**src/rtl/ictf_pkg.sv**
```systemverilog
`timescale 1ns / 1ps
// ictf_pkg: shared constants, register indexes and the arctangent table
// for the complementary tilt filter. No dependencies.
package ictf_pkg;

    localparam int CordicIterDefault = 16;
    localparam int AtanLen           = 24;
    localparam int CordicW           = 36;   // CORDIC x/y datapath width
    localparam int AngW              = 32;
    localparam int SqrtSteps         = 32;   // result bits of the root
    localparam int DivNumW           = 48;   // rounded gyro numerator
    localparam int DivQW             = 22;   // gyro increment magnitude
    localparam int DivRemW           = 27;
    localparam int CfgIdxW           = 8;

    localparam logic signed [AngW-1:0] Deg90 = 32'sd5898240;
    localparam logic [DivRemW-1:0]     GyroDiv  = 27'd131000000;
    localparam logic [DivNumW-1:0]     GyroHalf = 48'd65500000;
    localparam logic [15:0]            AlphaReset = 16'd64225;

    localparam logic [CfgIdxW-1:0] REG_ALPHA = 8'd0;
    localparam logic [CfgIdxW-1:0] REG_OFS_X = 8'd1;
    localparam logic [CfgIdxW-1:0] REG_OFS_Y = 8'd2;
    localparam logic [CfgIdxW-1:0] REG_OFS_Z = 8'd3;

    // atan(2^-i) in Q16.16 degrees
    function automatic logic [21:0] atan_entry(input logic [4:0] i);
        logic [21:0] v;
        case (i)
            5'd0:    v = 22'd2949120;
            5'd1:    v = 22'd1740967;
            5'd2:    v = 22'd919879;
            5'd3:    v = 22'd466945;
            5'd4:    v = 22'd234379;
            5'd5:    v = 22'd117304;
            5'd6:    v = 22'd58666;
            5'd7:    v = 22'd29335;
            5'd8:    v = 22'd14668;
            5'd9:    v = 22'd7334;
            5'd10:   v = 22'd3667;
            5'd11:   v = 22'd1833;
            5'd12:   v = 22'd917;
            5'd13:   v = 22'd458;
            5'd14:   v = 22'd229;
            5'd15:   v = 22'd115;
            5'd16:   v = 22'd57;
            5'd17:   v = 22'd29;
            5'd18:   v = 22'd14;
            5'd19:   v = 22'd7;
            5'd20:   v = 22'd4;
            5'd21:   v = 22'd2;
            5'd22:   v = 22'd1;
            default: v = 22'd0;
        endcase
        return v;
    endfunction

endpackage

```
**src/rtl/ictf_sqrt.sv**
```systemverilog
`timescale 1ns / 1ps
// ictf_sqrt: bit-serial integer root of (s << 32), one result bit per cycle.
// Depends on ictf_pkg.
module ictf_sqrt
    import ictf_pkg::*;
(
    input  logic                 clk,
    input  logic                 rst_n,
    input  logic                 start,
    input  logic [31:0]          s,
    output logic                 busy,
    output logic [SqrtSteps-1:0] root
);
    localparam int CntW = $clog2(SqrtSteps);

    logic                   busy_reg;
    logic [CntW-1:0]        cnt_reg;
    logic [2*SqrtSteps-1:0] rad_reg;
    logic [SqrtSteps+2:0]   rem_reg;
    logic [SqrtSteps-1:0]   root_reg;

    logic [SqrtSteps+2:0] rem_sh;
    logic [SqrtSteps+2:0] trial;

    assign rem_sh = {rem_reg[SqrtSteps:0], rad_reg[2*SqrtSteps-1 -: 2]};
    assign trial  = {1'b0, root_reg, 2'b01};

    always_ff @(posedge clk or negedge rst_n)
    begin
        if (!rst_n)
        begin
            busy_reg <= 1'b0;
            cnt_reg  <= '0;
        end
        else if (start)
        begin
            busy_reg <= 1'b1;
            cnt_reg  <= '0;
        end
        else if (busy_reg)
        begin
            cnt_reg <= cnt_reg + 1'b1;
            if (cnt_reg == CntW'(SqrtSteps - 1))
                busy_reg <= 1'b0;
        end
    end

    always_ff @(posedge clk)
    begin
        if (start)
        begin
            rad_reg  <= {s, 32'd0};
            rem_reg  <= '0;
            root_reg <= '0;
        end
        else if (busy_reg)
        begin
            rad_reg <= {rad_reg[2*SqrtSteps-3:0], 2'b00};
            if (rem_sh >= trial)
            begin
                rem_reg  <= rem_sh - trial;
                root_reg <= {root_reg[SqrtSteps-2:0], 1'b1};
            end
            else
            begin
                rem_reg  <= rem_sh;
                root_reg <= {root_reg[SqrtSteps-2:0], 1'b0};
            end
        end
    end

    assign busy = busy_reg;
    assign root = root_reg;
endmodule

```
**config.mk**
```make
export PLATFORM = sky130hd
export DESIGN_NAME = ictf_sqrt
export DESIGN_NICKNAME = d
export VERILOG_FILES = /design/src/rtl/ictf_pkg.sv /design/src/rtl/ictf_sqrt.sv
export SDC_FILE = /design/constraint.sdc
export NUM_CORES = 1
export LEC_CHECK = 0
export BUFFER_PORTS_ARGS = -buffer_cell sky130_fd_sc_hd__buf_2
export CAP_MARGIN = 20
export CELL_PAD_IN_SITES_DETAIL_PLACEMENT = 0
export CELL_PAD_IN_SITES_GLOBAL_PLACEMENT = 2
export CORE_ASPECT_RATIO = 0.8
export CORE_MARGIN = 4
export CORE_UTILIZATION = 40
export CTS_CLUSTER_SIZE = 12
export DETAILED_ROUTE_END_ITERATION = 8
export PLACE_DENSITY_LB_ADDON = 0.1
export SKIP_LAST_GASP = 1
export SLEW_MARGIN = 15
export SYNTH_ARGS = -nofsm -noshare
export SYNTH_HDL_FRONTEND = slang
export SYNTH_SLANG_ARGS = --single-unit
```
**constraint.sdc**
```tcl
create_clock -name clk -period 4.3 [get_ports clk]
set_clock_uncertainty 0.1 [all_clocks]
set_input_delay 0.86 -clock clk [delete_from_list [all_inputs] [get_ports clk]]
set_output_delay 0.86 -clock clk [all_outputs]
set_load 0.005 [all_outputs]
```
==> impl_metrics.prom <==
# TYPE chip_impl_metric gauge
chip_impl_info{name="clock_tree_from_tritoncts",value="yes"} 1
chip_impl_metric{name="fp.dieH",unit="um"} 120
chip_impl_metric{name="synth_enable_flop_cells",unit=""} 32
chip_impl_metric{name="worstSkewPairLatency",unit="ns"} 0.36
chip_impl_metric{name="synth_sequential_area_ratio",unit="%"} 38.7
chip_impl_metric{name="seq_power_share",unit="%"} 26.6
chip_impl_metric{name="ys_types",unit=""} 61
chip_impl_metric{name="largest_register_ffs",unit=""} 33
chip_impl_metric{name="nNetsFinal",unit=""} 779
chip_impl_metric{name="min_period_over_period",unit="%"} 76.9
chip_impl_metric{name="pwr-share-comb",unit="%"} 55.1
chip_impl_metric{name="worstPathRequired",unit="ns"} 4.48
chip_impl_metric{name="postSynth.asyncResetShare",unit="%"} 5.83
chip_impl_metric{name="max_cap_violations",unit=""} 0
chip_impl_metric{name="dp_slack",unit="ns"} 1.01
chip_impl_metric{name="setup_slack",unit="ns"} 0.995
chip_impl_metric{name="detailed_place.area",unit="um^2"} 6740
chip_impl_metric{name="power.density",unit="nW/um^2"} 680
chip_impl_metric{name="placeable_core_region",unit="um^2"} 15200
chip_impl_metric{name="finalMaxSlewViolations",unit=""} 0
chip_impl_metric{name="setup-violations-final",unit=""} 0
chip_impl_metric{name="via_count_of_the_first_global_routing_pass",unit=""} 4721
chip_impl_info{name="timing.hold.worst.class",value="primary input to async pin"} 1
chip_impl_metric{name="total_via_count_in_the_routed_design",unit=""} 4890
chip_impl_metric{name="globalRouteOverflowTotal",unit=""} 0
chip_impl_metric{name="power.leakage",unit="nW"} 3.26
chip_impl_metric{name="p_sw",unit="mW"} 2.03
chip_impl_info{name="synth_top_area_cell",value="sky130_fd_sc_hd__dfxtp_1"} 1
chip_impl_info{name="run_status",value="completed"} 1
chip_impl_metric{name="largest_buffer_count_on_any_clock_path",unit=""} 2
chip_impl_info{name="critPathLaunchType",value="flop"} 1
chip_impl_metric{name="grt_pass1_wl",unit="mm"} 24.0
chip_impl_metric{name="layout_min_cycle_time",unit="ns"} 3.30
chip_impl_info{name="grt_setup_unrepaired",value="no"} 1
chip_impl_metric{name="floorplan.initialDensity",unit="%"} 41.1
chip_impl_info{name="synth.area.top_cells",value="sky130_fd_sc_hd__dfxtp_1 (21%), sky130_fd_sc_hd__edfxtp_1 (15%), sky130_fd_sc_hd__mux2i_1 (9.3%)"} 1
chip_impl_metric{name="worst_case_register_to_register_setup_slack",unit="ns"} 1.0
chip_impl_metric{name="fmax",unit="MHz"} 303
chip_impl_metric{name="synth.ff_latch_count",unit=""} 103
chip_impl_info{name="ctsRootBufferMaster",value="sky130_fd_sc_hd__clkbuf_16"} 1
chip_impl_metric{name="detail_route.first_pass.iterations",unit=""} 4
chip_impl_metric{name="post-synth-top-area-fraction",unit="%"} 20.9
chip_impl_metric{name="synth_area",unit="um^2"} 6230
chip_impl_metric{name="cts.repair_timing.setup_buffer_count",unit=""} 0
chip_impl_metric{name="dp.cells",unit=""} 907
chip_impl_metric{name="grt_start_max_net_pins",unit=""} 64
chip_impl_metric{name="portBuffers",unit=""} 67
chip_impl_metric{name="via_per_inst",unit=""} 5.30
chip_impl_metric{name="number_of_nets_with_antenna_violations_after_detailed_routing",unit=""} 0
chip_impl_metric{name="grt_antenna_before_repair",unit=""} 0
chip_impl_info{name="worst-setup-path-type",value="flop to flop"} 1
chip_impl_metric{name="totalNegativeSetupSlack",unit="ns"} 0
chip_impl_metric{name="timing.slew.headroom",unit="%"} 51.4
chip_impl_metric{name="post_route_cells_drive_above_1_share",unit="%"} 17.7
chip_impl_metric{name="worst_ep_arrival_time",unit="ns"} 3.48
chip_impl_metric{name="finalHoldViolCount",unit=""} 0
chip_impl_metric{name="r2r_cells",unit=""} 11
chip_impl_metric{name="irDropWorstVdd",unit="mV"} 0.278
chip_impl_metric{name="core.rowCount",unit=""} 40
chip_impl_metric{name="final_cells",unit=""} 923
chip_impl_metric{name="drt_first_iter_violations",unit=""} 228
chip_impl_metric{name="gpl.final_weighted_congestion",unit=""} 0.869
chip_impl_metric{name="worst_setup_hold_path_clk_slew",unit="ns"} 0.09
chip_impl_metric{name="clock_sinks",unit=""} 103
chip_impl_metric{name="clockPowerShare",unit="%"} 18.3
chip_impl_metric{name="number_of_resized_instances_in_the_post_cts_repair_step",unit=""} 0
chip_impl_metric{name="cts-htree-levels",unit=""} 3
chip_impl_metric{name="die_area",unit="um^2"} 17600
chip_impl_metric{name="avgRoutedWirePerCell",unit="um"} 15.6
chip_impl_info{name="synth_top_flop_cell",value="sky130_fd_sc_hd__dfxtp_1"} 1
chip_impl_metric{name="ios",unit=""} 68
chip_impl_metric{name="postSynthCellCount",unit=""} 657
chip_impl_metric{name="die_width",unit="um"} 148
chip_impl_metric{name="final_cell_area",unit="um^2"} 7060
chip_impl_metric{name="place_hpwl",unit="mm"} 10.4
chip_impl_metric{name="synth.avg_cell_area",unit="um^2"} 9.48
chip_impl_metric{name="switching_share",unit="%"} 42.2
chip_impl_metric{name="layout.core_utilization",unit="%"} 46.6
chip_impl_metric{name="cts_buffers",unit=""} 9
chip_impl_info{name="timing.critical_path.to_type",value="flop"} 1
chip_impl_metric{name="worstPathMaxFanout",unit=""} 25
chip_impl_metric{name="number_of_warning_messages_in_the_yosys_log",unit=""} 0
chip_impl_metric{name="cts-hold-fix-buffers",unit=""} 0
chip_impl_metric{name="overall_global_routing_resource_usage",unit="%"} 16.4
chip_impl_metric{name="antenna_cells",unit=""} 0
chip_impl_metric{name="tightest_slew",unit="ns"} 0.730
chip_impl_metric{name="routed_wirelength",unit="mm"} 14.4
chip_impl_metric{name="postSynthNetCount",unit=""} 728
chip_impl_metric{name="detail_route.drc_violations",unit=""} 0
chip_impl_metric{name="intPower",unit="mW"} 2.77
chip_impl_metric{name="area_growth",unit="%"} 13.3
kinds of logic after synthesis:
| group | after synthesis | share of synthesized area (%) |
|---|---|---|
| compound gates | 146 | 16.8 |
| xor+xnor | 26 | 3.66 |
| fa+ha+maj | 36 | 7.23 |
| buf+inv | 76 | 5.10 |
| flops | 103 | 38.7 |
| mux | 88 | 14.7 |
| simple gates | 182 | 13.7 |
power groups by stage:
stage	Clock (mW)	Combinational, mW	Sequential, mW
4_1_cts	0.910	2.64	1.27
5_1_grt	0.941	2.96	1.29
3_5_place_dp	0	2.62	1.29
3_3_place_gp	0	2.64	1.29
2_1_floorplan	0	2.14	1.26
6_report	0.879	2.64	1.28
critical path, cell delays in order (launching register included):
cell and delay, ns:
sky130_fd_sc_hd__dfxtp_1 0.38, sky130_fd_sc_hd__inv_1 0.06, sky130_fd_sc_hd__ha_1 0.38, sky130_fd_sc_hd__a21o_1 0.24, sky130_fd_sc_hd__a2111oi_2 0.38, sky130_fd_sc_hd__o41ai_1 0.16
sky130_fd_sc_hd__a311o_1 0.40, sky130_fd_sc_hd__a21oi_2 0.21, sky130_fd_sc_hd__o211ai_1 0.13, sky130_fd_sc_hd__buf_4 0.29, sky130_fd_sc_hd__or3_1 0.39, sky130_fd_sc_hd__o211ai_1 0.10
metrics by stage:
| step | hold slack (ns) | power (mW) |
|---|---|---|
| after floorplan | 0.350 | 3.40 |
| after global placement | 0.380 | 3.93 |
| after detailed placement | 0.394 | 3.92 |
| after CTS | 0.201 | 4.83 |
| after global routing | 0.198 | 5.19 |
| final | 0.212 | 4.80 |
cells in the final DEF, fill, tap and decap left out, drive strengths merged, types with 4 or more instances in the layout:
cell    count
a211oi     29
a21o       23
a21oi      26
and2       11
and3        7
buf        72
clkbuf      9
dfrtp       6
dfxtp      65
edfxtp     32
ha         36
inv        49
mux2       30
mux2i      58
nand2      26
nand2b      5
nand3      17
nand4       6
nor2       80
nor2b       7
nor3        8
o21a        5
o21ai      17
o31a        4
or3         4
xnor2      14
xor2       12
per-layer routing:
metal / vias to the layer above / global-route usage (%) / share of wire, %
met5: - / 0 / 0
met3: 11 / 3.96 / 4.3
met1: 2324 / 24.2 / 53
met4: 0 / 2.97 / 0.84
li1: 2476 / - / -
met2: 79 / 24.8 / 42
Yosys cell counts (all sizes together), types with 4 or more instances:
cell type  count
nor2          80
dfxtp         65
mux2i         58
inv           44
ha            36
edfxtp        32
mux2          30
a211oi        29
a21oi         26
nand2         26
a21o          23
clkbuf        23
nand3         17
o21ai         17
xnor2         14
xor2          12
and2          11
buf            9
nor3           8
and3           7
nor2b          7
dfrtp          6
nand4          6
nand2b         5
o21a           5
o31a           4
or3            4
layout make-up:
type / instances / area, um^2
Sequential cell: 103 / 2420
Fill cell: 1494 / 8100
Timing Repair Buffer: 72 / 395
Clock buffer: 9 / 225
Inverter: 44 / 165
Tap cell: 210 / 263
Clock inverter: 7 / 96.3
Multi-Input combinational cell: 478 / 3500
path summary, 6_finish.rpt:
path / startpoint / end
hold / removal: rst_n / cnt_reg[0]
max in group asynchronous: rst_n / busy
setup reg to reg: root[18] / rem_reg[29]
setup / recovery: root[18] / rem_reg[29]
min in group clk: rem_reg[0] / rem_reg[0]
hold reg to reg: rem_reg[0] / rem_reg[0]
Power figures use the tool's default switching activity.
