### config.mk
export PLATFORM = sky130hd
export DESIGN_NAME = ictf_cordic
export DESIGN_NICKNAME = d
export VERILOG_FILES = /design/src/rtl/ictf_pkg.sv /design/src/rtl/ictf_cordic.sv
export SDC_FILE = /design/constraint.sdc
export NUM_CORES = 1
export LEC_CHECK = 0
export BUFFER_PORTS_ARGS = -buffer_cell sky130_fd_sc_hd__buf_2
export CAP_MARGIN = 20
export CORE_MARGIN = 5
export CORE_UTILIZATION = 49
export DETAILED_ROUTE_END_ITERATION = 10
export GPL_TIMING_DRIVEN = 0
export MAX_ROUTING_LAYER = met4
export PLACE_DENSITY = 0.71
export SLEW_MARGIN = 20
export SYNTH_ARGS = -nofsm -noshare
export SYNTH_HDL_FRONTEND = slang
export SYNTH_SLANG_ARGS = --single-unit
### constraint.sdc
create_clock -name clk -period 7.6 [get_ports clk]
set_input_delay 0.38 -clock clk [delete_from_list [all_inputs] [get_ports clk]]
set_output_delay 0.38 -clock clk [all_outputs]
set_load 0.005 [all_outputs]
### src/rtl/ictf_pkg.sv
`timescale 1ns / 1ps
// ictf_pkg: shared constants, register indexes and the arctangent table
// for the complementary tilt filter. No dependencies.
package ictf_pkg;

    localparam int CordicIterDefault = 16;
    localparam int AtanLen           = 24;
    localparam int CordicW           = 36;   // CORDIC x/y datapath width
    localparam int AngW              = 32;
    localparam int SqrtSteps         = 32;   // result bits of the root
    localparam int DivNumW           = 48;   // rounded gyro numerator
    localparam int DivQW             = 22;   // gyro increment magnitude
    localparam int DivRemW           = 27;
    localparam int CfgIdxW           = 8;

    localparam logic signed [AngW-1:0] Deg90 = 32'sd5898240;
    localparam logic [DivRemW-1:0]     GyroDiv  = 27'd131000000;
    localparam logic [DivNumW-1:0]     GyroHalf = 48'd65500000;
    localparam logic [15:0]            AlphaReset = 16'd64225;

    localparam logic [CfgIdxW-1:0] REG_ALPHA = 8'd0;
    localparam logic [CfgIdxW-1:0] REG_OFS_X = 8'd1;
    localparam logic [CfgIdxW-1:0] REG_OFS_Y = 8'd2;
    localparam logic [CfgIdxW-1:0] REG_OFS_Z = 8'd3;

    // atan(2^-i) in Q16.16 degrees
    function automatic logic [21:0] atan_entry(input logic [4:0] i);
        logic [21:0] v;
        case (i)
            5'd0:    v = 22'd2949120;
            5'd1:    v = 22'd1740967;
            5'd2:    v = 22'd919879;
            5'd3:    v = 22'd466945;
            5'd4:    v = 22'd234379;
            5'd5:    v = 22'd117304;
            5'd6:    v = 22'd58666;
            5'd7:    v = 22'd29335;
            5'd8:    v = 22'd14668;
            5'd9:    v = 22'd7334;
            5'd10:   v = 22'd3667;
            5'd11:   v = 22'd1833;
            5'd12:   v = 22'd917;
            5'd13:   v = 22'd458;
            5'd14:   v = 22'd229;
            5'd15:   v = 22'd115;
            5'd16:   v = 22'd57;
            5'd17:   v = 22'd29;
            5'd18:   v = 22'd14;
            5'd19:   v = 22'd7;
            5'd20:   v = 22'd4;
            5'd21:   v = 22'd2;
            5'd22:   v = 22'd1;
            default: v = 22'd0;
        endcase
        return v;
    endfunction

endpackage

### src/rtl/ictf_cordic.sv
`timescale 1ns / 1ps
// ictf_cordic: iterative CORDIC vectoring atan2, one micro-rotation per cycle.
// Depends on ictf_pkg.
module ictf_cordic
    import ictf_pkg::*;
#(
    parameter int ITERATIONS = CordicIterDefault
)
(
    input  logic                      clk,
    input  logic                      rst_n,
    input  logic                      start,
    input  logic signed [CordicW-1:0] x0,
    input  logic signed [CordicW-1:0] y0,
    output logic                      busy,
    output logic signed [AngW-1:0]    ang
);
    localparam int CntW = $clog2(ITERATIONS);

    logic                      busy_reg;
    logic [CntW-1:0]           cnt_reg;
    logic signed [CordicW-1:0] x_reg;
    logic signed [CordicW-1:0] y_reg;
    logic signed [AngW-1:0]    ang_reg;
    logic                      zero_reg;

    logic signed [CordicW-1:0] xs;
    logic signed [CordicW-1:0] ys;
    logic signed [AngW-1:0]    step;

    assign xs   = x_reg >>> cnt_reg;
    assign ys   = y_reg >>> cnt_reg;
    assign step = $signed({10'd0, atan_entry(5'(cnt_reg))});

    always_ff @(posedge clk or negedge rst_n)
    begin
        if (!rst_n)
        begin
            busy_reg <= 1'b0;
            cnt_reg  <= '0;
        end
        else if (start)
        begin
            busy_reg <= 1'b1;
            cnt_reg  <= '0;
        end
        else if (busy_reg)
        begin
            cnt_reg <= cnt_reg + 1'b1;
            if (cnt_reg == CntW'(ITERATIONS - 1))
                busy_reg <= 1'b0;
        end
    end

    always_ff @(posedge clk)
    begin
        if (start)
        begin
            zero_reg <= (x0 == '0) && (y0 == '0);
            // left half plane: turn by 90 degrees first
            if (x0 < 0)
            begin
                if (y0 >= 0)
                begin
                    x_reg   <= y0;
                    y_reg   <= -x0;
                    ang_reg <= Deg90;
                end
                else
                begin
                    x_reg   <= -y0;
                    y_reg   <= x0;
                    ang_reg <= -Deg90;
                end
            end
            else
            begin
                x_reg   <= x0;
                y_reg   <= y0;
                ang_reg <= '0;
            end
        end
        else if (busy_reg)
        begin
            if (y_reg > 0)
            begin
                x_reg   <= x_reg + ys;
                y_reg   <= y_reg - xs;
                ang_reg <= ang_reg + step;
            end
            else
            begin
                x_reg   <= x_reg - ys;
                y_reg   <= y_reg + xs;
                ang_reg <= ang_reg - step;
            end
        end
    end

    assign busy = busy_reg;
    assign ang  = zero_reg ? '0 : ang_reg;
endmodule

==> results.cfg, run 1 <==
[critical_path]
cpPeakStageDelay_ns = 0.68
worst-path-buf-inv = 5
slowest_stage = clkbuf_2
crit_arrival_ns = 7.40
cpLargestDelayFamily = buffers and inverters
critPathRequiredTime_ns = 7.67
critPathCaptureType = flip-flop
critPathKind = flip-flop to flip-flop
worstPathCellList = buf_2, buf_4, buf_2, clkbuf_2, clkbuf_1, a21oi_1, a21o_1, ha_1, and2_1, a21oi_1, xor2_1, ha_1, a21o_1, a21o_1, a21oi_1, a2bb2oi_1, o31ai_2, a21oi_2, nand4_1, a31oi_1, nor2b_1, xnor2_1, o22ai_1
critPathLaunchType = flip-flop
crit_path_max_fanout = 19

[global_route]
grt_pass1_vias = 18500
grt-ovfl-total = 0
grt_max_degree = 49
grt.total_usage_pct = 38.7
grt_pass1_wl_mm = 118
grt_antenna_before_repair = 1

[pwr]
powerDensity_mw_per_mm2 = 563
ir_drop_v = 0.000217
power.total_w = 0.0112
p_leak_nw = 7.84

[logic_synthesis]
ys_async_sr_fraction_pct = 4.55
avgSynthCellArea_um2 = 8.20
ys_ff_latch = 110
synth_edf_count = 105
synthDistinctLibCells = 89
syn_nets = 2423
syn_area_mm2 = 0.0183
yosysWarnings = 0
synth_cells = 2233
synth-seq-area-share_pct = 17.9
ys.flop_type = edfxtp_1

[sta]
min_period_ns = 7.33
relSlewSlack_pct = 23.2
tns_ns = 0
rsz0062_at_grt = no
fin_skew_ns = 0.0168
layout_setup_ws_ns = 0.270
fmax_mhz = 136
hold_violations = 0
tightest_slew_ns = 1.15
post-route-period-util_pct = 96.4
slew_violations = 0
setup_viol = 0

[placement]
dpl.cell_count = 2808
place.port_buffers = 105
dpl_worst_slack_ns = -1.78
place_hpwl_mm = 64.3
place_area_mm2 = 0.0195
gp_congestion = 1.12

[detailed_routing]
wire_per_inst_um = 28.5
route.antenna.remaining_nets = 0
drt_iter0_drc = 2603
drc = 0
viasPerCell = 6.90
drt-pass1-iter-count = 6
num_vias = 19400
drt_wl_total_mm = 80.3

[job]
maxCapViolCount = 0

[clock_tree]
clk_pin_slew_worst_paths_ns = 0.08
cts_tree = yes
cts_root_buffer = clkbuf_16
clockBufferDepth = 2
cts_num_sinks = 110
htreeDepth = 3
cts_buffers = 9
clk_latency_ns = 0.38

[finish]
drive_above_1_share_pct = 15.0
nNetsFinal = 2534
finalInstanceArea_mm2 = 0.0199
area_growth_pct = 8.47
n_fill_cell = 3443
stdcell_count = 2816

[floorplanning]
die_w_um = 203
die_area_mm2 = 0.0413
core_area_mm2 = 0.0368
io_pins = 108
floorplan.initialDensity_pct = 49.8
die_y_um = 203
rows = 70

[outcome]
status = complete, no violations

[min_path]
hp-class = input pin to asynchronous set/reset pin
## per-stage QoR
step           hold slack (ns)  utilization [%]
2_1_floorplan           0.0844                -
3_3_place_gp             0.206             52.8
3_5_place_dp             0.205             52.9
4_1_cts                  0.356             53.9
5_1_grt                  0.368             54.0
6_report                 0.348             54.0
## metal layers
metal | vias up | share of wire [%] | track usage [%] | wire (µm)
met5 | - | 0 | - | 0
met4 | 0 | 5.6 | 17.6 | 4510
met3 | 246 | 12 | 8.55 | 9460
met2 | 1352 | 43 | 57.9 | 34500
met1 | 9240 | 40 | 50.4 | 31800
li1 | 8583 | - | - | -
## logic make-up after synthesis
group	count (synthesis)	synth area share [%]
buffers and inverters	197	4.54
DFF	110	17.9
xor gates and xnor gates	230	11.0
muxes	199	16.8
and+or+nand+nor	694	18.4
AOI/OAI and AO/OA	688	23.4
adders and majority gates	115	7.98
## cells in the mapped netlist (47+ instances only)
| cell type | number | area [µm²] |
|---|---|---|
| o21ai_0 | 213 | 1070 |
| ha_1 | 112 | 1400 |
| nand2_1 | 213 | 800 |
| edfxtp_1 | 105 | 3150 |
| nor3_1 | 47 | 235 |
| nor2b_1 | 58 | 363 |
| clkbuf_1 | 74 | 278 |
| nor2_1 | 175 | 657 |
| a21oi_1 | 163 | 816 |
| o211ai_1 | 66 | 495 |
| mux2_2 | 53 | 597 |
| xor2_1 | 105 | 920 |
| inv_1 | 61 | 229 |
| mux4_2 | 81 | 1820 |
| xnor2_1 | 125 | 1090 |
| mux2i_1 | 64 | 641 |
## layout by cell type, fill, tap and decap left out, types with 13 or more instances in the layout
master	count
clkbuf_1	59
o22ai_1	15
nor3_1	46
nor2_1	175
nand3_1	42
buf_1	19
mux4_2	81
a21oi_1	160
o21ai_0	210
buf_2	119
a31oi_1	36
nor2b_1	57
inv_1	61
nor4_1	24
o21a_1	14
nand2b_1	35
o211ai_1	66
edfxtp_1	105
a21o_1	45
mux2i_1	64
or3_1	14
xor2_1	105
nand2_1	213
o31ai_1	25
a211oi_1	20
ha_1	112
mux2_2	53
buf_4	13
xnor2_1	123
## timing repair
action | CTS | global route
hold buffers | 1 | 0
pin swaps | 1 | 0
resized for setup | 32 | 19
endpoints found under the hold margin | 5 | 0
buffers inserted | 1 | 0
setup endpoints to repair | 78 | 21
## final cells by class
class	instances	area [µm²]	share of cell area, %
diodes	1	2.50	0.0126
plain buffers	124	607	3.06
clock buffers	9	225	1.13
clock inverters	5	45.0	0.227
inverters	64	244	1.23
multi-input cells	1926	14300	71.9
flip-flops and latches	110	3280	16.5
well taps	468	586	2.95
repair buffers	109	598	3.01
## final timing paths
path | slack, ns | cells after the start | to | start
max | 0.27 | 23 | x_reg[35] | cnt_reg[1]
min | 0.35 | 2 | busy | rst_n
max reg2reg | 0.27 | 23 | x_reg[35] | cnt_reg[1]
min reg2reg | 0.81 | 2 | busy | busy
max in group asynchronous | 7.12 | 2 | cnt_reg[1] | rst_n
min in group clk | 0.38 | 3 | x_reg[14] | x0[14]
## power by group
part | switching, W | total, W | internal, W
clock network | 0.000254 | 0.000479 | 0.000225
registers | 0.000757 | 0.00191 | 0.00115
logic | 0.00506 | 0.00880 | 0.00374
Note: power is estimated with default switching activity, not from simulation.
==> run 2: changes to the inputs <==
Settings changed: REMOVE_ABC_BUFFERS from default to 1.
==> results.cfg, run 2 (synthesized netlist as in run 1, its figures left out) <==
[floorplanning]
die_w_um = 203
core_area_mm2 = 0.0368
floorplan.initialDensity_pct = 49.8
die_y_um = 203
rows = 70
io_pins = 108
die_area_mm2 = 0.0413

[global_route]
grt-ovfl-total = 0
grt_max_degree = 102
grt_antenna_before_repair = 1
grt.total_usage_pct = 28.4
grt_pass1_wl_mm = 92.2
grt_pass1_vias = 16400

[critical_path]
critPathRequiredTime_ns = 7.73
worstPathCellList = buf_16, buf_16, clkinvlp_2, a21oi_1, a21oi_1, a21o_1, ha_1, a21oi_1, xor2_1, ha_1, o21ai_0, nor3b_1, a2111oi_0, o21ai_0, o31ai_1, a21oi_1, nand4_1, a31oi_1, nor2b_1, xnor2_1, o22ai_1
critPathLaunchType = flip-flop
crit_arrival_ns = 7.25
critPathKind = flip-flop to flip-flop
cpPeakStageDelay_ns = 0.76
crit_path_max_fanout = 53
critPathMostFrequentCell = a21oi_1
critPathCaptureType = flip-flop
cpLargestDelayFamily = compound AO/OA/AOI/OAI gates
slowest_stage = o31ai_1
worst-path-buf-inv = 3

[clock_tree]
htreeDepth = 3
cts_num_sinks = 110
cts_buffers = 9
cts_tree = yes
clk_pin_slew_worst_paths_ns = 0.08
clockBufferDepth = 2
clk_latency_ns = 0.39
cts_root_buffer = clkbuf_16

[finish]
drive_above_1_share_pct = 14.3
nNetsFinal = 2427
n_fill_cell = 3463
multi_input_area_mm2 = 0.0142
diodes = 0
register_area_mm2 = 0.00329
area_growth_pct = 7.16
final_cell_mix = 213 x nand2_1, 213 x o21ai_0, 175 x nor2_1

[sta]
tns_ns = 0
relSlewSlack_pct = 21.2
holdWs_ns = 0.354
setup_viol = 0
post-route-period-util_pct = 93.8
fmax_mhz = 140
layout_setup_ws_ns = 0.471
tightest_slew_ns = 1.18
slew_violations = 0
fin_skew_ns = 0.0121
hold_violations = 0
min_period_ns = 7.13

[detailed_routing]
drt_wl_total_mm = 58.9
num_vias = 17700
drt_iter0_drc = 1962
viasPerCell = 6.52
drc = 0
route.antenna.remaining_nets = 0
wire_per_inst_um = 21.7
drt-pass1-iter-count = 5

[placement]
place_hpwl_mm = 44.1
gp_congestion = 0.980
place.port_buffers = 107
dpl_worst_slack_ns = 0.0782

[pwr]
powerDensity_mw_per_mm2 = 542
p_leak_nw = 7.66
ir_drop_v = 0.000297

[job]
maxCapViolCount = 0

[outcome]
status = complete, no violations

[min_path]
hp-class = input pin to flip-flop
-- run 2: cell types whose count changed in the layout (fill, tap and decap cells not counted), sizes merged --
cell | before | now
diode | 1 | 0
clkinvlp | 2 | 4
inv | 64 | 61
buf | 159 | 124
clkbuf | 82 | 13
-- run 2: power breakdown --
group	leakage [nW]	switching, W	total, W	internal [W]
clock network	0.132	0.000250	0.000491	0.000241
logic	6.33	0.00457	0.00829	0.00372
registers	1.20	0.000700	0.00185	0.00115
-- run 2: layer usage --
| layer | track usage, % | vias to the layer above | share of wire [%] |
|---|---|---|---|
| met2 | 44.7 | 728 | 46 |
| met1 | 38.4 | 8462 | 43 |
| li1 | - | 8378 | - |
| met3 | 3.96 | 106 | 7.9 |
| met5 | - | - | 0 |
| met4 | 8.31 | 0 | 2.9 |
-- run 2: through the flow --
stage               utilization, %  power, W  cells  instance area, µm²
floorplan                        -   0.00789   2100               17700
global placement              51.2   0.00972   2675               18800
finish                        53.3    0.0106   2710               19600
global route                  53.3    0.0116   2710               19600
CTS                           53.1    0.0105   2706               19500
detailed placement            52.3   0.00991   2689               19300
-- run 2: area by class of cell --
class,instances,area share (%)
clock buffers,13,1.33
clock inverters,3,0.102
inverters,64,1.26
multi-input cells,1926,72.6
flip-flops and latches,110,16.8
well taps,468,2.98
repair buffers,125,4.94
repair inverters,1,0.0255
-- run 2: path summary, 6_finish.rpt --
| check | startpoint | to | slack (ns) | cells after the start |
|---|---|---|---|---|
| setup / recovery | cnt_reg[0] | x_reg[35] | 0.47 | 21 |
| hold / removal | x0[10] | x_reg[10] | 0.35 | 3 |
| setup reg to reg | cnt_reg[0] | x_reg[35] | 0.47 | 21 |
| hold reg to reg | busy | busy | 0.69 | 1 |
| max in group asynchronous | rst_n | cnt_reg[1] | 7.07 | 2 |
| min in group asynchronous | rst_n | cnt_reg[0] | 0.38 | 2 |
-- run 2: worst register-to-register path: stages (launching register included) --
cell	delay, ns
dfrtp_4	0.68
buf_16	0.30
buf_16	0.33
clkinvlp_2	0.64
a21oi_1	0.40
a21oi_1	0.14
a21o_1	0.23
ha_1	0.26
a21oi_1	0.18
xor2_1	0.17
ha_1	0.28
o21ai_0	0.13
nor3b_1	0.15
a2111oi_0	0.62
o21ai_0	0.38
o31ai_1	0.76
a21oi_1	0.41
nand4_1	0.25
a31oi_1	0.11
nor2b_1	0.14
xnor2_1	0.18
o22ai_1	0.12
-- run 2: timing repair --
action	4_1_cts	5_1_grt
hold buffers	1	0
buffers inserted	0	1
setup endpoints to repair	0	16
resized for setup	0	4
endpoints found under the hold margin	5	0
