## src/rtl/ictf_pkg.sv

```systemverilog
`timescale 1ns / 1ps
// ictf_pkg: shared constants, register indexes and the arctangent table
// for the complementary tilt filter. No dependencies.
package ictf_pkg;

    localparam int CordicIterDefault = 16;
    localparam int AtanLen           = 24;
    localparam int CordicW           = 36;   // CORDIC x/y datapath width
    localparam int AngW              = 32;
    localparam int SqrtSteps         = 32;   // result bits of the root
    localparam int DivNumW           = 48;   // rounded gyro numerator
    localparam int DivQW             = 22;   // gyro increment magnitude
    localparam int DivRemW           = 27;
    localparam int CfgIdxW           = 8;

    localparam logic signed [AngW-1:0] Deg90 = 32'sd5898240;
    localparam logic [DivRemW-1:0]     GyroDiv  = 27'd131000000;
    localparam logic [DivNumW-1:0]     GyroHalf = 48'd65500000;
    localparam logic [15:0]            AlphaReset = 16'd64225;

    localparam logic [CfgIdxW-1:0] REG_ALPHA = 8'd0;
    localparam logic [CfgIdxW-1:0] REG_OFS_X = 8'd1;
    localparam logic [CfgIdxW-1:0] REG_OFS_Y = 8'd2;
    localparam logic [CfgIdxW-1:0] REG_OFS_Z = 8'd3;

    // atan(2^-i) in Q16.16 degrees
    function automatic logic [21:0] atan_entry(input logic [4:0] i);
        logic [21:0] v;
        case (i)
            5'd0:    v = 22'd2949120;
            5'd1:    v = 22'd1740967;
            5'd2:    v = 22'd919879;
            5'd3:    v = 22'd466945;
            5'd4:    v = 22'd234379;
            5'd5:    v = 22'd117304;
            5'd6:    v = 22'd58666;
            5'd7:    v = 22'd29335;
            5'd8:    v = 22'd14668;
            5'd9:    v = 22'd7334;
            5'd10:   v = 22'd3667;
            5'd11:   v = 22'd1833;
            5'd12:   v = 22'd917;
            5'd13:   v = 22'd458;
            5'd14:   v = 22'd229;
            5'd15:   v = 22'd115;
            5'd16:   v = 22'd57;
            5'd17:   v = 22'd29;
            5'd18:   v = 22'd14;
            5'd19:   v = 22'd7;
            5'd20:   v = 22'd4;
            5'd21:   v = 22'd2;
            5'd22:   v = 22'd1;
            default: v = 22'd0;
        endcase
        return v;
    endfunction

endpackage

```

## src/rtl/ictf_div.sv

```systemverilog
`timescale 1ns / 1ps
// ictf_div: division by the fixed gyro divisor through a reciprocal multiply and one
// correction step, on a single shared multiplier. Depends on ictf_pkg.
module ictf_div
    import ictf_pkg::*;
(
    input  logic               clk,
    input  logic               rst_n,
    input  logic               start,
    input  logic [DivNumW-1:0] num,
    output logic               busy,
    output logic [DivQW-1:0]   quot
);
    localparam logic [1:0] PH_IDLE = 2'd0;
    localparam logic [1:0] PH_EST  = 2'd1;
    localparam logic [1:0] PH_BACK = 2'd2;
    localparam logic [1:0] PH_FIX  = 2'd3;
    localparam int HiLsb = DivNumW - DivQW;
    // floor(2^58 / divisor): upper numerator bits times this, >> 32, gives the
    // quotient or one less
    localparam logic [31:0] Recip = 32'd2200231879;

    logic [1:0]         phase_reg;
    logic [DivNumW-1:0] num_reg;
    logic [DivQW-1:0]   quot_reg;
    logic [DivQW+31:0]  prod_reg;

    logic [DivQW-1:0]   mul_a;
    logic [31:0]        mul_b;
    logic [DivQW+31:0]  prod;
    logic [DivNumW-1:0] rem;

    assign mul_a = (phase_reg == PH_EST) ? num_reg[DivNumW-1:HiLsb] : quot_reg;
    assign mul_b = (phase_reg == PH_EST) ? Recip : 32'(GyroDiv);
    assign prod  = mul_a * mul_b;
    assign rem   = num_reg - prod_reg[DivNumW-1:0];

    always_ff @(posedge clk or negedge rst_n)
    begin
        if (!rst_n)
            phase_reg <= PH_IDLE;
        else if (start)
            phase_reg <= PH_EST;
        else
        begin
            case (phase_reg)
                PH_EST:  phase_reg <= PH_BACK;
                PH_BACK: phase_reg <= PH_FIX;
                default: phase_reg <= PH_IDLE;
            endcase
        end
    end

    always_ff @(posedge clk)
    begin
        if (start)
            num_reg <= num;
        else
        begin
            case (phase_reg)
                PH_EST:  quot_reg <= prod[DivQW+31:32];
                PH_BACK: prod_reg <= prod;
                PH_FIX:
                begin
                    if (rem >= DivNumW'(GyroDiv))
                        quot_reg <= quot_reg + 1'b1;
                end
                default: ;
            endcase
        end
    end

    assign busy = (phase_reg != PH_IDLE);
    assign quot = quot_reg;
endmodule

```

## config.mk

```make
export PLATFORM = sky130hd
export DESIGN_NAME = ictf_div
export DESIGN_NICKNAME = d
export VERILOG_FILES = /design/src/rtl/ictf_pkg.sv /design/src/rtl/ictf_div.sv
export SDC_FILE = /design/constraint.sdc
export NUM_CORES = 1
export LEC_CHECK = 0
export BUFFER_PORTS_ARGS = -buffer_cell sky130_fd_sc_hd__buf_2
export CAP_MARGIN = 20
export CELL_PAD_IN_SITES_DETAIL_PLACEMENT = 1
export CELL_PAD_IN_SITES_GLOBAL_PLACEMENT = 1
export CORE_ASPECT_RATIO = 0.5
export CORE_MARGIN = 8
export CORE_UTILIZATION = 56
export CTS_BUF_LIST = sky130_fd_sc_hd__clkbuf_4
export CTS_CLUSTER_DIAMETER = 40
export DETAILED_ROUTE_END_ITERATION = 8
export PLACE_DENSITY = 0.94
export RECOVER_POWER = 100
export SETUP_SLACK_MARGIN = 0.2
export SLEW_MARGIN = 10
export SYNTH_ARGS = -nofsm -noshare
export SYNTH_HDL_FRONTEND = slang
export SYNTH_SLANG_ARGS = --single-unit
```

## constraint.sdc

```tcl
create_clock -name clk -period 24.1 [get_ports clk]
set_clock_uncertainty 0.15 [all_clocks]
set_input_delay 4.82 -clock clk [delete_from_list [all_inputs] [get_ports clk]]
set_output_delay 4.82 -clock clk [all_outputs]
set_load 0.03 [all_outputs]
```

==> results of run 1 <==
## cell usage in the layout (no fill, tap or decap), drive strengths merged, types with 9 or more instances in the layout
| master | count |
|---|---|
| fa | 371 |
| o211ai | 11 |
| xor2 | 35 |
| a31oi | 14 |
| nand4 | 24 |
| a21oi | 137 |
| xnor2 | 58 |
| mux2 | 9 |
| nand2b | 12 |
| and3 | 15 |
| buf | 55 |
| nand2 | 166 |
| nor3 | 27 |
| a21o | 53 |
| nand3 | 33 |
| o21ai | 67 |
| nor2b | 15 |
| o21a | 10 |
| o21bai | 19 |
| inv | 610 |
| edfxtp | 118 |
| ha | 317 |
| nor2 | 113 |
| and2 | 16 |
| clkbuf | 52 |
## synth_stat cells (7+ instances only)
cell	instances
nor2_1	113
or2_2	7
mux2_2	9
nand2b_1	12
nand4_1	23
ha_1	317
nand2_1	166
nor2b_1	15
xor2_1	35
xnor2_1	58
and2_1	16
fa_1	371
o21a_1	10
nor3_1	27
clkbuf_1	44
o21ai_0	58
a31oi_1	13
edfxtp_1	118
o211ai_1	11
and3_1	15
o21ai_1	9
o21bai_1	19
or3_1	7
a21o_1	52
nand3_1	33
inv_1	610
a21oi_1	136
a211oi_1	7
## worst max-delay path by stage
| stage | depth (start not counted) | from | endpoint |
|---|---|---|---|
| final | 33 | phase_reg[1] | quot[14] |
| after global routing | 33 | phase_reg[1] | quot[14] |
| after CTS | 31 | phase_reg[1] | quot[14] |
| after detailed placement | 33 | phase_reg[1] | quot[14] |
| after global placement | 33 | phase_reg[1] | quot[14] |
| after floorplan | 33 | phase_reg[1] | quot[0] |
## stage by stage
stage / utilization (%) / worst slack [ps] / cells
after floorplan: - / 15580 / 2412
after global placement: 59.23 / 13430 / 2989
after detailed placement: 59.23 / 13180 / 2989
after CTS: 59.90 / 13110 / 3021
after global routing: 59.79 / 10710 / 3023
final: 59.80 / 10990 / 3024
## layout make-up
cell class / count / share of cell area (%)
clock buffers: 18 / 0.5584
well taps: 540 / 2.792
clock inverters: 14 / 0.5532
inverters: 610 / 9.462
flip-flops and latches: 120 / 14.85
repair buffers: 89 / 1.810
multi-input cells: 1631 / 69.95
diodes: 2 / 0.02068
## logic make-up after synthesis
kind of cell	share of synthesized area [%]
other	0.03266
XOR/XNOR	3.542
buffers and inverters	10.84
multiplexers	0.6148
adder cells (fa/ha/maj)	49.54
flip-flops	15.63
AO/OA/AOI/OAI	10.68
AND/OR/NAND/NOR	9.119
## worst reg2reg max path, delay by kind of cell (launching register included)
kind	cells	cell delay, ps
simple gates	7	1670
xor+xnor	1	190
fa+ha+maj	9	3940
flops	1	450
mux	1	280
compound gates	5	2310
buf+inv	10	3910
## metal layers
metal / share of wire [%] / GRT usage, % / up-vias
li1: - / - / 7850
met5: 0 / 0 / -
met1: 40 / 42.82 / 9414
met4: 5.0 / 14.43 / 0
met2: 47 / 54.10 / 944
met3: 8.9 / 6.800 / 240
==> qor.yml, run 1 <==
run_status:
  outcome: "complete, but fails checks"
  violations: "capacitance limit, slew limit"
clocking:
  postCtsHoldBufs: 0
  clock_path_buffers: 2
  h-tree-depth: 4
  cts_buffers: 17
  cts_resized: 0
  cts.sinks: 120
  clkTransAtPathRegs_ps: 130
  clk_latency_ps: 590
  cts-root-buf: "clkbuf_4"
  tritoncts: "built"
  cts_setup_buffers: 0
placed_design:
  gp_congestion: 1.070
  io_buffers: 73
  dpl.hpwl_um: 68690
  place_area_mm2: 0.02397
sta:
  maxClockFrequency_mhz: 76.30
  worst_pin_slew_ps: 3084
  max-slew-margin-rel_pct: -105.6
  hold_violations: 0
  hold_ws_ps: 604.0
  finalSetupViolations: 0
  fin_crit_sh_pct: 54.39
  rsz0062_at_grt: "no"
  slew_viol_final: 142
  fin_crit_ps: 13110
  tns_ps: 0
global_routing:
  grt_overflow: 0
  grt_pass1_vias: 20510
  grt_usage_pct: 33.23
  antenna_found_initial: 1
  grt_max_degree: 49
  grt_pass1_wl_um: 121600
detailed_routing:
  drt_iter0_drc: 1689
  num_vias: 18450
  antenna_left: 0
  firstDrtPassIters: 5
  drt_wl_total_um: 79590
  detail_route.wl_per_cell_um: 26.32
  routed_via_density: 6.101
  drc: 0
die:
  die_area_mm2: 0.04820
  ios: 74
  start_util_pct: 56.83
  die_w_um: 302.6
  coreArea_mm2: 0.04047
  fp-row-count: 52
  die_h_um: 159.3
worst_hold_path:
  hold_depth: 2
  hp-class: "register to register"
  hp-start: "phase_reg[1]"
  hold_end: "phase_reg[0]"
synth:
  synth_edf_count: 118
  ys.flop_type: "edfxtp_1"
  synth_area_mm2: 0.02300
  netlist-cell-type-count: 81
  yosysTopAreaCell: "fa_1"
  synth_area_leaders: "fa_1, ha_1, edfxtp_1"
  synthCells: 2409
  synth_top_area_share_pct: 32.30
  synth_warnings: 0
  ys_ff_latch: 120
  synth-seq-area-share_pct: 15.63
  synth_async_sr_flop_share_pct: 1.667
  avgSynthCellArea_um2: 9.546
worst_setup_path:
  path_buf_inv: 10
  r2r-end: "quot[14]"
  critical-path-max-stage-delay_ps: 1500
  critical_path.slowest_cell: "clkbuf_1"
  reg2regPathDepth: 33
  crit_top_cell: "inv_1"
  crit_type: "register to register"
  start_kind: "register"
  required_ps: 24300
  cp.arrival_ps: 13310
  rrSetupSlack_ps: 10990
  r2r_start: "phase_reg[1]"
  worst-path-max-fanout: 37
  cp_top_family: "adder cells"
  end_kind: "register"
layout:
  final_cell_area_mm2: 0.02420
  synthToLayoutAreaGrowth_pct: 5.229
  layout-drive-gt1-share_pct: 4.633
  n_fill_cell: 4688
  final_nets: 3208
  register_area_mm2: 0.003593
  multi_input_area_mm2: 0.01693
run:
  drv_cap: 4
Power of run 1 is not shown: default switching activity piles up to over one toggle a cycle in this logic, so the estimate is an artifact.
==> run 2, diff against run 1 <==
--- a/config.mk
+++ b/config.mk
@@ -5,17 +5,18 @@
 export SDC_FILE = /design/constraint.sdc
 export NUM_CORES = 1
 export LEC_CHECK = 0
+export ABC_AREA = 1
 export BUFFER_PORTS_ARGS = -buffer_cell sky130_fd_sc_hd__buf_2
 export CAP_MARGIN = 20
 export CELL_PAD_IN_SITES_DETAIL_PLACEMENT = 1
 export CELL_PAD_IN_SITES_GLOBAL_PLACEMENT = 1
 export CORE_ASPECT_RATIO = 0.5
 export CORE_MARGIN = 8
-export CORE_UTILIZATION = 56
+export CORE_UTILIZATION = 50
 export CTS_BUF_LIST = sky130_fd_sc_hd__clkbuf_4
 export CTS_CLUSTER_DIAMETER = 40
 export DETAILED_ROUTE_END_ITERATION = 8
-export PLACE_DENSITY = 0.94
+export PLACE_DENSITY = 0.88
 export RECOVER_POWER = 100
 export SETUP_SLACK_MARGIN = 0.2
 export SLEW_MARGIN = 10
==> constraint.sdc (replaced) <==
create_clock -name clk -period 13.15 [get_ports clk]
set_clock_uncertainty 0.15 [all_clocks]
set_input_delay 2.63 -clock clk [delete_from_list [all_inputs] [get_ports clk]]
set_output_delay 2.63 -clock clk [all_outputs]
set_load 0.03 [all_outputs]
==> qor.yml, run 2 <==
synth:
  avgSynthCellArea_um2: 7.967  # -17%
  synth_warnings: 0  # unchanged
  synth_area_mm2: 0.02535  # +10%
  synth-seq-area-share_pct: 14.18  # -1.5 points
  yosysTopAreaCell: "fa_1"
  synth_most_common_cell: "inv_1"
  synthCells: 3182  # +32%
  synth_area_leaders: "fa_1, ha_1, edfxtp_1"
  netlist-cell-type-count: 51  # -37%
  synth_async_sr_flop_share_pct: 1.667  # unchanged
  netlist_top_cells_count: "inv_1, nand2_1, fa_1"
  synth_top_area_share_pct: 29.30  # -3.0 points
  ys.flop_type: "edfxtp_1"
  synth_edf_count: 118  # unchanged
  ys_ff_latch: 120  # unchanged
die:
  die_h_um: 175.2  # +10%
  fp-row-count: 58  # +12%
  die_area_mm2: 0.05860  # +22%
  die_w_um: 334.4  # +11%
  coreArea_mm2: 0.05015  # +24%
  start_util_pct: 50.55  # -6.3 points
  ios: 74  # unchanged
sta:
  tns_ps: 0  # unchanged
  worst_pin_slew_ps: 3158  # +74.60 ps
  layout_setup_ws_ps: 1692  # -9301 ps
  finalSetupViolations: 0  # unchanged
  slew_viol_final: 163  # +15%
  rsz0062_at_grt: "no"
  max-slew-margin-rel_pct: -110.6  # -5.0 points
  fin_crit_ps: 11460  # -1649 ps
  maxClockFrequency_mhz: 87.28  # +14%
  fin_crit_sh_pct: 87.13  # +33 points
  hold_violations: 0  # unchanged
placed_design:
  dp_slack_ps: 3499  # -9680 ps
  gp_congestion: 1.062  # -0.77%
  io_buffers: 73  # unchanged
  dpl.hpwl_um: 90000  # +31%
  dp_cells: 3953  # +32%
  place_area_mm2: 0.02669  # +11%
run_status:
  outcome: "complete, but fails checks"
  violations: "capacitance limit, slew limit"
worst_setup_path:
  end_kind: "register"
  crit_start: "phase_reg[1]"
  worst-path-max-fanout: 35  # -5.4%
  cp.arrival_ps: 11620  # -1690 ps
  required_ps: 13310  # -10990 ps
  start_kind: "register"
  r2r_start: "phase_reg[1]"
  crit_type: "register to register"
detailed_routing:
  drt_wl_total_um: 101500  # +28%
  num_vias: 22380  # +21%
  drc: 0  # unchanged
  antenna_left: 0  # unchanged
  routed_via_density: 5.610  # -8.0%
  firstDrtPassIters: 8  # +3
  drt_iter0_drc: 2051  # +21%
  detail_route.wl_per_cell_um: 25.44  # -3.3%
global_routing:
  grt_usage_pct: 34.37  # +1.1 points
  grt_overflow: 0  # unchanged
  grt_pass1_vias: 24230  # +18%
  antenna_found_initial: 2  # +1
  grt_pass1_wl_um: 149500  # +23%
  grt_max_degree: 53  # +8.2%
clocking:
  cts_buffers: 17  # unchanged
  h-tree-depth: 4  # unchanged
  cts_setup_buffers: 0  # unchanged
  clkTransAtPathRegs_ps: 150  # +20 ps
  cts-root-buf: "clkbuf_4"
  cts_resized: 0  # unchanged
  clk_latency_ps: 640  # +50 ps
  cts.sinks: 120  # unchanged
  postCtsHoldBufs: 0  # unchanged
  clock_path_buffers: 2  # unchanged
  tritoncts: "built"
run:
  drv_cap: 5  # +1
worst_hold_path:
  hp-class: "register to register"
  hp-start: "phase_reg[1]"
layout:
  final_common_cell: "inv_1"
  layout-drive-gt1-share_pct: 5.584  # +0.95 points
  final_nets: 4021  # +25%
  instances_no_fill: 3989  # +32%
  final_cell_area_mm2: 0.02686  # +11%
  mostFrequentLayoutCells: "inv_1, nand2_1, fa_1"
  synthToLayoutAreaGrowth_pct: 5.938
## run 2: changes by cell type after synthesis, moves of 43 or more
cell     change
nand3_1     +62
inv_1      +318
xnor2_1     -45
a21o_1      -43
nor2_1     +129
nand2_1    +441
## run 2: layout make-up
type / count / area [µm²]
flip-flops and latches: 120 / 3593
inverters: 944 / 3543
well taps: 690 / 863.3
diodes: 4 / 10.01
multi-input cells: 2105 / 18090
clock buffers: 17 / 127.6
clock inverters: 15 / 151.4
fillers: 6267 / 23290
repair buffers: 94 / 474.2
## run 2: worst paths after layout
| check | to | slack, ps | depth (start not counted) |
|---|---|---|---|
| worst max-delay path | prod_reg[31] | 1690 | 27 |
| worst min-delay path | phase_reg[0] | 600 | 2 |
| worst max register to register | prod_reg[31] | 1690 | 27 |
| worst min register to register | phase_reg[0] | 600 | 2 |
| max in group asynchronous | phase_reg[1] | 11010 | 1 |
| min in group asynchronous | phase_reg[0] | 1660 | 1 |
## run 2: cells by family (layout without fill, tap and decap cells)
group | Yosys count | count (layout) | share of synthesized area (%)
buffers and inverters | 960 | 1070 | 14.28
adders and majority gates | 688 | 688 | 44.94
xor gates and xnor gates | 66 | 66 | 2.339
AOI/OAI and AO/OA | 252 | 252 | 5.641
other | 2 | 9 | 0.02962
DFF | 120 | 120 | 14.18
and+or+nand+nor | 1094 | 1094 | 18.59
## run 2: critical path: stages, from the launching register on
cell      delay, ps
dfrtp_1         460
inv_1           120
ha_1            150
clkbuf_1       1560
inv_1           980
a21oi_1         770
inv_1           240
nor2_1          470
inv_1           170
fa_1            580
fa_1            530
fa_1            520
inv_1            50
fa_1            460
fa_1            520
fa_1            560
inv_1            60
fa_1            560
inv_1            70
ha_1            390
nand2_1         140
nor2_1          170
clkinv_1        140
nor2_1          110
inv_1            50
o21ai_0         300
a21oi_1         160
xnor2_1         680
## run 2: stage by stage
stage	hold WS [ps]	util, %
floorplan	470.1	-
global placement	497.4	53.22
detailed placement	537.8	53.22
CTS	572.5	53.77
global route	601.3	53.54
finish	599.6	53.56
## run 2: routing by layer
metal  global-route usage (%)  vias to the layer above  wire length [µm]
li1                         -                     9765                 -
met1                    42.59                    11220             39800
met2                    55.48                     1073             45550
met3                    8.303                      321              9691
met4                    17.92                        2              6266
met5                    2.211                        -               176
Power of run 2 is left out for the same reason.
